[src/design/prbt_pkg.sv]
// Package for the pair ratio band trader: widths, register indexes, position codes
// and the request and response structs of the shared divider.
// No dependencies.
`default_nettype none
package prbt_pkg;

    localparam int unsigned PRICE_W     = 24;
    localparam int unsigned RATIO_W     = 32;
    localparam int unsigned WORTH_W     = 48;
    localparam int unsigned SQ_W        = 36;
    localparam int unsigned POS_W       = 2;
    localparam int unsigned BAND_W      = 8;
    localparam int unsigned K2_W        = 16;
    localparam int unsigned DIVD_W      = 56;
    localparam int unsigned DIVS_W      = 24;
    localparam int unsigned REL_W       = 56;
    localparam int unsigned FAC_W       = 57;
    localparam int unsigned ACC_W       = 59;
    localparam int unsigned RHS_W       = 53;
    localparam int unsigned LHS_W       = 44;
    localparam int unsigned RATIO_FRAC  = 28;
    localparam int unsigned REL_FRAC    = 32;
    localparam int unsigned WORTH_FRAC  = 16;
    localparam int unsigned IN_TDATA_W  = 48;
    localparam int unsigned OUT_TDATA_W = 88;
    localparam int unsigned CFG_IDX_W   = 2;
    localparam int unsigned CFG_DATA_W  = 16;

    localparam logic [CFG_IDX_W-1:0] CFG_INITIAL_WORTH = 2'd0;
    localparam logic [CFG_IDX_W-1:0] CFG_BAND_MULTIPLE = 2'd1;

    localparam logic [POS_W-1:0] POS_FLAT    = 2'd0;
    localparam logic [POS_W-1:0] POS_LONG_A  = 2'd1;
    localparam logic [POS_W-1:0] POS_SHORT_A = 2'd2;

    localparam logic [CFG_DATA_W-1:0] INIT_WORTH_RST = 16'd1000;
    localparam logic [BAND_W-1:0]     BAND_RST       = 8'd32;

    typedef struct packed {
        logic              start;
        logic [DIVD_W-1:0] dividend;
        logic [DIVS_W-1:0] divisor;
    } div_req_t;

    typedef struct packed {
        logic              busy;
        logic              done;
        logic [DIVD_W-1:0] quotient;
    } div_rsp_t;

endpackage
`default_nettype wire

[src/design/prbt_div.sv]
// Shared restoring divider, one quotient bit per cycle.
// Depends on prbt_pkg for widths and the request and response structs.
`default_nettype none
module prbt_div (
    input  logic               clk,
    input  logic               rst_n,
    input  prbt_pkg::div_req_t req,
    output prbt_pkg::div_rsp_t rsp
);
    import prbt_pkg::*;

    localparam int unsigned CNT_W = $clog2(DIVD_W + 1);

    logic [DIVS_W-1:0] rem_reg, rem_next;
    logic [DIVS_W-1:0] dsr_reg, dsr_next;
    logic [DIVD_W-1:0] quo_reg, quo_next;
    logic [CNT_W-1:0]  cnt_reg, cnt_next;
    logic              done_reg, done_next;
    logic [DIVS_W:0]   trial;
    logic [DIVS_W:0]   diff;
    logic              qbit;

    always_comb
    begin
        trial     = {rem_reg, quo_reg[DIVD_W-1]};
        diff      = trial - {1'b0, dsr_reg};
        qbit      = (trial >= {1'b0, dsr_reg});
        rem_next  = rem_reg;
        dsr_next  = dsr_reg;
        quo_next  = quo_reg;
        cnt_next  = cnt_reg;
        done_next = 1'b0;
        if (req.start)
        begin
            rem_next = '0;
            dsr_next = req.divisor;
            quo_next = req.dividend;
            cnt_next = CNT_W'(DIVD_W);
        end
        else if (cnt_reg != '0)
        begin
            rem_next  = qbit ? diff[DIVS_W-1:0] : trial[DIVS_W-1:0];
            quo_next  = {quo_reg[DIVD_W-2:0], qbit};
            cnt_next  = cnt_reg - 1'b1;
            done_next = (cnt_reg == CNT_W'(1));
        end
    end

    always_ff @(posedge clk or negedge rst_n)
    begin
        if (!rst_n)
        begin
            cnt_reg  <= '0;
            done_reg <= 1'b0;
        end
        else
        begin
            cnt_reg  <= cnt_next;
            done_reg <= done_next;
        end
    end

    always_ff @(posedge clk)
    begin
        rem_reg <= rem_next;
        dsr_reg <= dsr_next;
        quo_reg <= quo_next;
    end

    assign rsp.busy     = (cnt_reg != '0);
    assign rsp.done     = done_reg;
    assign rsp.quotient = quo_reg;

endmodule
`default_nettype wire

[config.mk]
export PLATFORM = sky130hd
export DESIGN_NAME = prbt_div
export DESIGN_NICKNAME = d
export VERILOG_FILES = /design/src/design/prbt_pkg.sv /design/src/design/prbt_div.sv
export SDC_FILE = /design/constraint.sdc
export NUM_CORES = 1
export LEC_CHECK = 0
export ABC_AREA = 1
export BUFFER_PORTS_ARGS = -buffer_cell sky130_fd_sc_hd__buf_2
export CAP_MARGIN = 25
export CORE_MARGIN = 4
export CORE_UTILIZATION = 35
export CTS_CLUSTER_SIZE = 12
export DETAILED_ROUTE_END_ITERATION = 7
export GPL_ROUTABILITY_DRIVEN = 1
export GPL_TIMING_DRIVEN = 0
export PLACE_DENSITY = 0.63
export SYNTH_ARGS = -nofsm -noshare
export SYNTH_HDL_FRONTEND = slang
export SYNTH_SLANG_ARGS = --single-unit
[constraint.sdc]
create_clock -name clk -period 3.5 [get_ports clk]
set_input_delay 0 -clock clk [delete_from_list [all_inputs] [get_ports clk]]
set_output_delay 0 -clock clk [all_outputs]
set_load 0.05 [all_outputs]
# Yosys cells after proc, flatten, opt, wreduce, memory -nomap -nowiden
# Index checks and enable logic that the tools add are counted.
# classes
addsub	2
n_lt_le_gt_ge	1
eq_ne	1
n_mux	7
n_reduce_logical	2
# ops
op	count
$mux 56	2
$ge 25x24->1	1
$mux 24	1
$sub 24x24->24	1
$mux 6	2
$eq 6x1->1 const B	1
$reduce_bool 6->1	1
$sub 6x1->6 const B	1
$mux 1	2
$reduce_bool 2->1	1
# word_totals
regBits	111
in_bits	83
output_inout_bits	58

# Longest topological paths before layout
# Gate-level depths: netlist of the first run.
# logic_depth
word_depth	3
ltp_mapped	16

# Least setup slack after synthesis of the first run
# No wires, ideal clock.
# synth_timing
path_type	reg2reg
startpoint	reg cnt_reg[0]
endpoint	reg quo_reg[0], enable pin
setup_ps	443
arrival_ps	3113
t_required_ps	3057
slack_ps	-56
path_stages_with_launch	9
n_path_buf	1
period_less_slack_ps	3556
path_cell_list	dfrtp_1 -> inv_1 -> ha_1 -> inv_1 -> nor2_1 -> inv_1 -> nor2_2 -> inv_1 -> clkbuf_1
# synth_lines
element	line	source
start, declared	prbt_div.sv:17	logic [CNT_W-1:0] cnt_reg, cnt_next;
start signal, assigned	prbt_div.sv:58	cnt_reg <= cnt_next;
end signal, assigned	prbt_div.sv:67	quo_reg <= quo_next;
end, declared	prbt_div.sv:16	logic [DIVD_W-1:0] quo_reg, quo_next;

# Final worst setup path of the first run
# layout_timing
startpoint	reg cnt_reg[0]
endpoint	reg quo_reg[38], enable pin
# layout_via
elab_chain_len	2
# layout_rtl
element	line	source
$reduce_bool 6->1	prbt_div.sv:40	else if (cnt_reg != '0)
$reduce_bool 2->1 (no line)	n/a	
# Every way passes these cells.
# A chain may end at the register's enable or synchronous reset.

==> impl_results.md, run 1 <==
- Worst-Margin Slew: 0.9400 ns
- Worst path slowest cell: clkbuf_4
- # DRC: 0
- Ant. Diodes: 0
- Power per cell area: 582.4 nW/um^2
- Core area: between 15000 and 20000 sq um
- Area after DPL: between 7000 and 8000 sq um
- Die footprint: 20720 sq um
- Starting Density: 35.77%
- GRT overflow: 0
- Syn. warnings: 0
- Clock skew: 0.01352 ns
- H-tree depth: 3
- Routed len/inst: roughly 14 um
- Met3 GRT Util: 5.591%
- Fillers: 1741
- DP HPWL: approximately 13000 um
- Post-synth EDFFs: 80
- Peak VDD IR: 0.3329 mV
- Top-level I/O count: 141
- DRT antenna net count: 0
- Max-cap violations: 0
- Post_cts resized: 0
- Max FFs per register: 56
- Clk sinks: 111
- Sequential fraction of the synthesis area: 47.26%
- HP Class: primary input to asynchronous set/reset pin
- Final period util: roughly three quarters
- CP startpoint: cnt_reg[0]$_DFFE_PN0P_
- Clock transition at path regs: 0.08 ns
- Post-Syn Nets: 966
- Max Slew Vio Count: 0
- R2R Setup Slk: 0.94 ns
- Hold Vio Cnt, Final: 0
- Final Power: 4.998 mW
- RSZ-0062 raised after global routing: false
- Via density: 4.581
- Setup TNS: 0 ns
- Critical path's largest stage delay: 0.50 ns
- Total GRT Usage: a little under a fifth
- Setup crit start kind: flop
- Cts bufs inserted: 9
- Top cell by count, worst path: inv_1
- DR pass1 iterations: 5
- Critical path class: flop to flop
- Area Overhead vs Synth: 32.64%
- Layout cell share with drive strength beyond 1: between 10% and 20%
- Busiest grt layer: met2
- Worst r2r src: cnt_reg[0]$_DFFE_PN0P_
- Arrival @ worst endpoint: around 2.5 ns
- Post-layout net count: between 1000 and 1500
- Status: complete, no violations
- Top-count cell post-synth: nand2_1
- CTS tree: done
- Avg Cell Area, Syn: 7.558 sq um
- Top-area cell type share of the netlist area: a little under two fifths
- GP Congestion: 0.9186
- Worst path buffer plus inverter count: 5
- FMAX: about 0.39 GHz
- Maximum clock path buffer count: 2
- Syn Inst Count: 856
- Crit-path max FO: 65
- Port bufs: between 100 and 150
- M1 GR Usage: 23.04%
- Setup bufs post-CTS: 0
- 1st-iter DRT viols: 307
- Worst path cell trace: inv_1 -> ha_1 -> inv_1 -> nor2_1 -> inv_1 -> nor2_2 -> inv_1 -> clkbuf_4
- Post-cts hold buffer count: 80
- Most instantiated cells after synthesis: nand2_1 (377), inv_1 (127), edfxtp_1 (80), nand3_1 (69), nor2_1 (30)
- First-pass GRT wire length: 29990 um
- WP data required: 3.43 ns
- Die Width: roughly 140 um
- Initial antenna violation count: 1
- Largest net degree at the start of global routing: 66
- DRT Wirelength: 18040 um
- # rows: 49
- Seq cells post-synth: between 100 and 150
- Synth top area cells: edfxtp_1 (37%), nand2_1 (22%), dfxtp_1 (7.4%)
- Async set or reset register ratio after synthesis: about 6.3%
- Met2 GRT Util: slightly above 30%
- Critical path endpoint category: flop
- Vias in the first global route: 6140
- CP top delay family: buffers and inverters
- Main synth FF type: edfxtp_1
- Die Y-Extent: 144.0 um
- Distinct cells, synth: 37
- Via Count: 6052
- LEAKAGE: 4.489 nW
- Slew HR: 37.33%
- Largest area contributor in the netlist: edfxtp_1
- Post-Syn Area: 6470 sq um
- Final min period: roughly 2.6 ns
- Root buffer cell: clkbuf_16
- Skew-Pair Late Insertion Delay: 0.37 ns
- Post-route cell area: 8582 sq um
- Final setup fails: 0
==> layout by cell type (no fill, tap or decap), types with 2 or more instances in the layout <==
master         count
nand2_1          377
buf_2            143
inv_1            127
edfxtp_1          80
dlygate4sd3_1     80
nand3_1           69
nor2_1            30
ha_1              26
dfxtp_1           24
a21oi_1           17
o21ai_1           12
clkbuf_1          11
nand3b_1          10
nand4_1            9
xnor2_1            9
clkbuf_16          9
dfrtp_1            7
nor2_2             5
clkinv_1           4
o21ai_0            4
inv_2              3
buf_1              3
buf_4              3
nand2_2            2
a21oi_2            2
nor3_1             2
nand3_2            2
a31oi_1            2
buf_6              2
inv_6              2
inv_8              2
==> cell type report <==
class                   instances  area (sq um)  area share (%)
clock inverters                 7         95.09           1.108
multi-input cells             588          2793           32.54
repair buffers                220          1501           17.50
plain buffers                  23         120.1           1.400
well taps                     229         286.5           3.339
inverters                     134         503.0           5.861
clock buffers                   9         225.2           2.624
flip-flops and latches        111          3058           35.63
==> cell families (layout without fill, tap and decap cells) <==
kind of cell / Yosys count / after routing / synth area share (%)
AND/OR/NAND/NOR: 511 / 511 / 33.13
buffers and inverters: 157 / 393 / 9.572
flip-flops: 111 / 111 / 47.26
AO/OA/AOI/OAI: 40 / 40 / 3.346
adder cells (fa/ha/maj): 27 / 27 / 5.337
XOR/XNOR: 10 / 10 / 1.354
==> power breakdown <==
group          total, mW  switching (mW)  internal, mW  leakage [nW]
Sequential          1.73           0.113          1.61          1.13
Combinational       2.13            1.38         0.752          3.20
Clock               1.14           0.557         0.580         0.157
Total               5.00            2.05          2.95          4.49
==> path summary, 6_finish.rpt <==
path,to,cells past startpoint
min in group clk,quo_reg[0]$_DFFE_PP_,3
worst max register to register,quo_reg[38]$_DFFE_PP_,8
worst max-delay path,quo_reg[38]$_DFFE_PP_,8
worst min-delay path,cnt_reg[0]$_DFFE_PN0P_,2
worst min register to register,rem_reg[13]$_SDFFE_PP0P_,2
max in group asynchronous,cnt_reg[3]$_DFFE_PN0P_,2
==> layer usage <==
layer	share of wire [%]	wire, um
met1	45	8183
met2	46	8313
met3	6.9	1240
met4	1.6	283
met5	0.072	13
==> stage by stage <==
| step | hold slack [ns] | cells | utilization (%) | setup slack (ns) |
|---|---|---|---|---|
| 2_1_floorplan | -0.2956 | 856 | - | 0.8771 |
| 3_3_place_gp | -0.1530 | 1225 | 41.24 | 0.4345 |
| 3_5_place_dp | -0.1535 | 1225 | 41.25 | 0.9415 |
| 4_1_cts | 0.006448 | 1321 | 47.45 | 0.9172 |
| 5_1_grt | 0.02361 | 1321 | 47.45 | 0.7747 |
| 6_report | 0.003765 | 1321 | 47.45 | 0.9368 |
No activity file was read; power rests on OpenSTA's default activity.
==> run 2, diff against run 1 <==
--- a/config.mk
+++ b/config.mk
@@ -5,7 +5,7 @@
 export SDC_FILE = /design/constraint.sdc
 export NUM_CORES = 1
 export LEC_CHECK = 0
-export ABC_AREA = 1
+export ABC_AREA = 0
 export BUFFER_PORTS_ARGS = -buffer_cell sky130_fd_sc_hd__buf_2
 export CAP_MARGIN = 25
 export CORE_MARGIN = 4
@@ -14,7 +14,7 @@
 export DETAILED_ROUTE_END_ITERATION = 7
 export GPL_ROUTABILITY_DRIVEN = 1
 export GPL_TIMING_DRIVEN = 0
-export PLACE_DENSITY = 0.63
+export PLACE_DENSITY = 0.64
 export SYNTH_ARGS = -nofsm -noshare
 export SYNTH_HDL_FRONTEND = slang
 export SYNTH_SLANG_ARGS = --single-unit
==> constraint.sdc (replaced) <==
create_clock -name clk -period 2.6 [get_ports clk]
set_input_delay 0 -clock clk [delete_from_list [all_inputs] [get_ports clk]]
set_output_delay 0 -clock clk [all_outputs]
set_load 0.05 [all_outputs]
==> impl_results.md, run 2 <==
- Status: complete, no violations
- Via density: 5.001 (+9.2%)
- Core area: 16060 sq um (-11%)
- Routed len/inst: 16.35 um (+20%)
- Critical path class: flop to flop
- Via Count: 4756 (-21%)
- Hold Vio Cnt, Final: 0 (unchanged)
- First-pass GRT wire length: 25270 um (-16%)
- Final min period: 2.552 ns (-0.01130 ns)
- Synth top area cells: edfxtp_1 (42%), mux2_2 (11%), dfxtp_1 (8.3%)
- GP Congestion: 0.8574 (-6.7%)
- Top-level I/O count: 141 (unchanged)
- H-tree depth: 3 (unchanged)
- Critical path's largest stage delay: 0.38 ns (-0.12 ns)
- Starting Density: 36.03% (+0.26 points)
- DR pass1 iterations: 4 (-1)
- Final period util: 98.15% (+25 points)
- Commonest non-fill, non-tap cells in the layout: buf_2 (141), dlygate4sd3_1 (82), edfxtp_1 (80), mux2_2 (55), nand2_1 (40)
- Syn. warnings: 0 (unchanged)
- Max FFs per register: 56 (unchanged)
- DRT Wirelength: 15550 um (-14%)
- Largest net degree at the start of global routing: 32 (-52%)
- Clock skew: 0.01025 ns (-0.003275 ns)
- Worst path cell trace: inv_1 -> ha_2 -> and3_1 -> nand3_2 -> a211o_1 -> a31oi_4 -> o31ai_4 -> and2_4 -> buf_12 -> buf_4 -> a21oi_1 -> o21ai_1
- Post-layout net count: 840 (-30%)
- CTS tree: done
- Cell count after placement: 842 (-31%)
- Post-Syn Area: 5786 sq um (-11%)
- GRT overflow: 0 (unchanged)
- Initial antenna violation count: 0 (-1)
- DRT antenna net count: 0 (unchanged)
- Maximum clock path buffer count: 2 (unchanged)
- Top-area cell type share of the netlist area: 41.52% (+4.4 points)
- Power per cell area: 875.3 nW/um^2 (+50%)
- # DRC: 0 (unchanged)
- HP Class: primary input to flop
- Async set or reset register ratio after synthesis: 6.306% (unchanged)
- Die Y-Extent: 136.6 um (-5.1%)
- Peak VDD IR: 0.4981 mV (+50%)
- Reg2reg path depth: 12 (+4)
- Slew HR: 58.38% (+21 points)
- Ant. Diodes: 0 (unchanged)
- Vias in the first global route: 5082 (-17%)
- LEAKAGE: 3.459 nW (-23%)
- Seq cells post-synth: 111 (unchanged)
- Port bufs: 140 (unchanged)
- Die Width: 136.6 um (-5.1%)
- Max-cap violations: 0 (unchanged)
- Final Power: 7.091 mW (+42%)
- Clock transition at path regs: 0.08 ns (about the same)
- Cts bufs inserted: 9 (unchanged)
- Worst-Margin Slew: 0.6242 ns (-0.3158 ns)
- Area Overhead vs Synth: 40.03%
- Setup crit start kind: flop
- Most instantiated cells after synthesis: edfxtp_1 (80), mux2_2 (55), nand2_1 (40), inv_1 (34)
- Post-synth EDFFs: 80 (unchanged)
- Skew-Pair Late Insertion Delay: 0.36 ns (about the same)
- RSZ-0062 raised after global routing: true
- WP data required: 2.82 ns (-0.61 ns)
- Sequential fraction of the synthesis area: 52.85% (+5.6 points)
- Hold Crit Depth: 1
- Arrival @ worst endpoint: 2.77 ns (+0.28 ns)
- Total GRT Usage: 17.24% (-0.89 points)
- Distinct cells, synth: 64 (+73%)
- Non-Filler Instances: 951 (-28%)
- Largest area contributor in the netlist: edfxtp_1
- Clk sinks: 111 (unchanged)
- Final setup fails: 0 (unchanged)
- DP HPWL: 10680 um (-18%)
- FMAX: 0.3919 GHz (+0.44%)
- Crit-path max FO: 8 (-88%)
- Critical path endpoint category: flop
- Post-Syn Nets: 595 (-38%)
- Root buffer cell: clkbuf_16
- Top-count cell post-synth: edfxtp_1
- Commonest non-fill, non-tap cell in the layout: buf_2
- Syn Inst Count: 485 (-43%)
- Max Slew Vio Count: 0 (unchanged)
- # rows: 46 (-6.1%)
- 1st-iter DRT viols: 194 (-37%)
- Avg Cell Area, Syn: 11.93 sq um (+58%)
- Die footprint: 18650 sq um (-10%)
- Worst path slowest cell: ha_2
- Layout cell share with drive strength beyond 1: 35.51% (+19 points)
- Main synth FF type: edfxtp_1
run 2: cell types whose count changed in the layout (fill, tap and decap cells not counted), moves of 8 or more:
cell      change
mux2_2       +55
nor3_1        +8
nand3_1      -58
xor2_1        +9
nor2_1       -14
inv_1        -95
nand2_1     -337
a21oi_1       +8
a32oi_1       +8
mux2i_1      +10
buf_4         +8
nand3b_1     -10
run 2: critical path, delay by kind of cell (launching register included):
kind	cells	cell delay, ns
compound gates	5	0.80
fa+ha+maj	1	0.38
buf+inv	3	0.34
flops	1	0.35
simple gates	3	0.52
run 2: cell families after synthesis:
family | Yosys count | synth area share [%]
adders and majority gates | 27 | 5.969
AOI/OAI and AO/OA | 100 | 11.81
and+or+nand+nor | 109 | 9.948
xor gates and xnor gates | 17 | 2.573
muxes | 67 | 12.87
buffers and inverters | 54 | 3.979
DFF | 111 | 52.85
run 2: worst paths after layout:
check | slack [ns] | start | to
max | 0.05 | dsr_reg[12]$_DFFE_PP_ | rem_reg[1]$_SDFFE_PP0P_
min | 0.18 | req[80] | dsr_reg[14]$_DFFE_PP_
max reg2reg | 0.05 | dsr_reg[12]$_DFFE_PP_ | rem_reg[1]$_SDFFE_PP0P_
min reg2reg | 0.46 | rem_reg[23]$_SDFFE_PP0P_ | rem_reg[23]$_SDFFE_PP0P_
max in group asynchronous | 1.76 | rst_n | cnt_reg[2]$_DFFE_PN0P_
min in group asynchronous | 0.59 | rst_n | done_reg$_DFF_PN0_
run 2: layout make-up:
type	instances	area, sq um
well taps	216	270.3
inverters	34	131.4
multi-input cells	320	2600
repair inverters	1	7.507
clock inverters	7	76.32
plain buffers	19	105.1
fillers	1430	7956
clock buffers	9	225.2
repair buffers	234	1628
flip-flops and latches	111	3058
run 2: where the power goes:
group | internal, mW | leakage, nW | total [mW] | switching, mW
Clock | 0.684 | 0.147 | 1.40 | 0.720
Combinational | 1.38 | 2.20 | 3.22 | 1.83
Sequential | 2.24 | 1.11 | 2.47 | 0.235
run 2: routing by layer:
layer / global-route usage (%) / vias to the layer above / share of wire (%)
li1: - / 2295 / -
met1: 20.02 / 2286 / 41
met2: 29.46 / 157 / 49
met3: 6.544 / 18 / 7.7
met4: 5.375 / 0 / 1.5
met5: 0 / - / 0
run 2: timing repair:
action,in CTS,in global routing
endpoints found under the setup margin,56,69
hold endpoints to repair,87,0
hold buffers,82,0
pin swaps,5,6
cloned,1,0
gates resized for setup,3,18
setup buffers,9,2
run 2: per-stage QoR:
step / hold slack, ns / cell area, sq um / setup TNS (ns) / setup slack (ns) / util (%)
3_5_place_dp: -0.1542 / 6790 / -10.96 / -0.3878 / 42.29
5_1_grt: 0.1971 / 8102 / -0.6720 / -0.1069 / 50.45
3_3_place_gp: -0.1575 / 6770 / -31.64 / -0.4719 / 42.16
2_1_floorplan: -0.2956 / 5799 / -0.3037 / -0.05951 / -
4_1_cts: 0.1780 / 8000 / -0.06087 / -0.02583 / 49.82
6_report: 0.1812 / 8102 / 0 / 0.04815 / 50.45
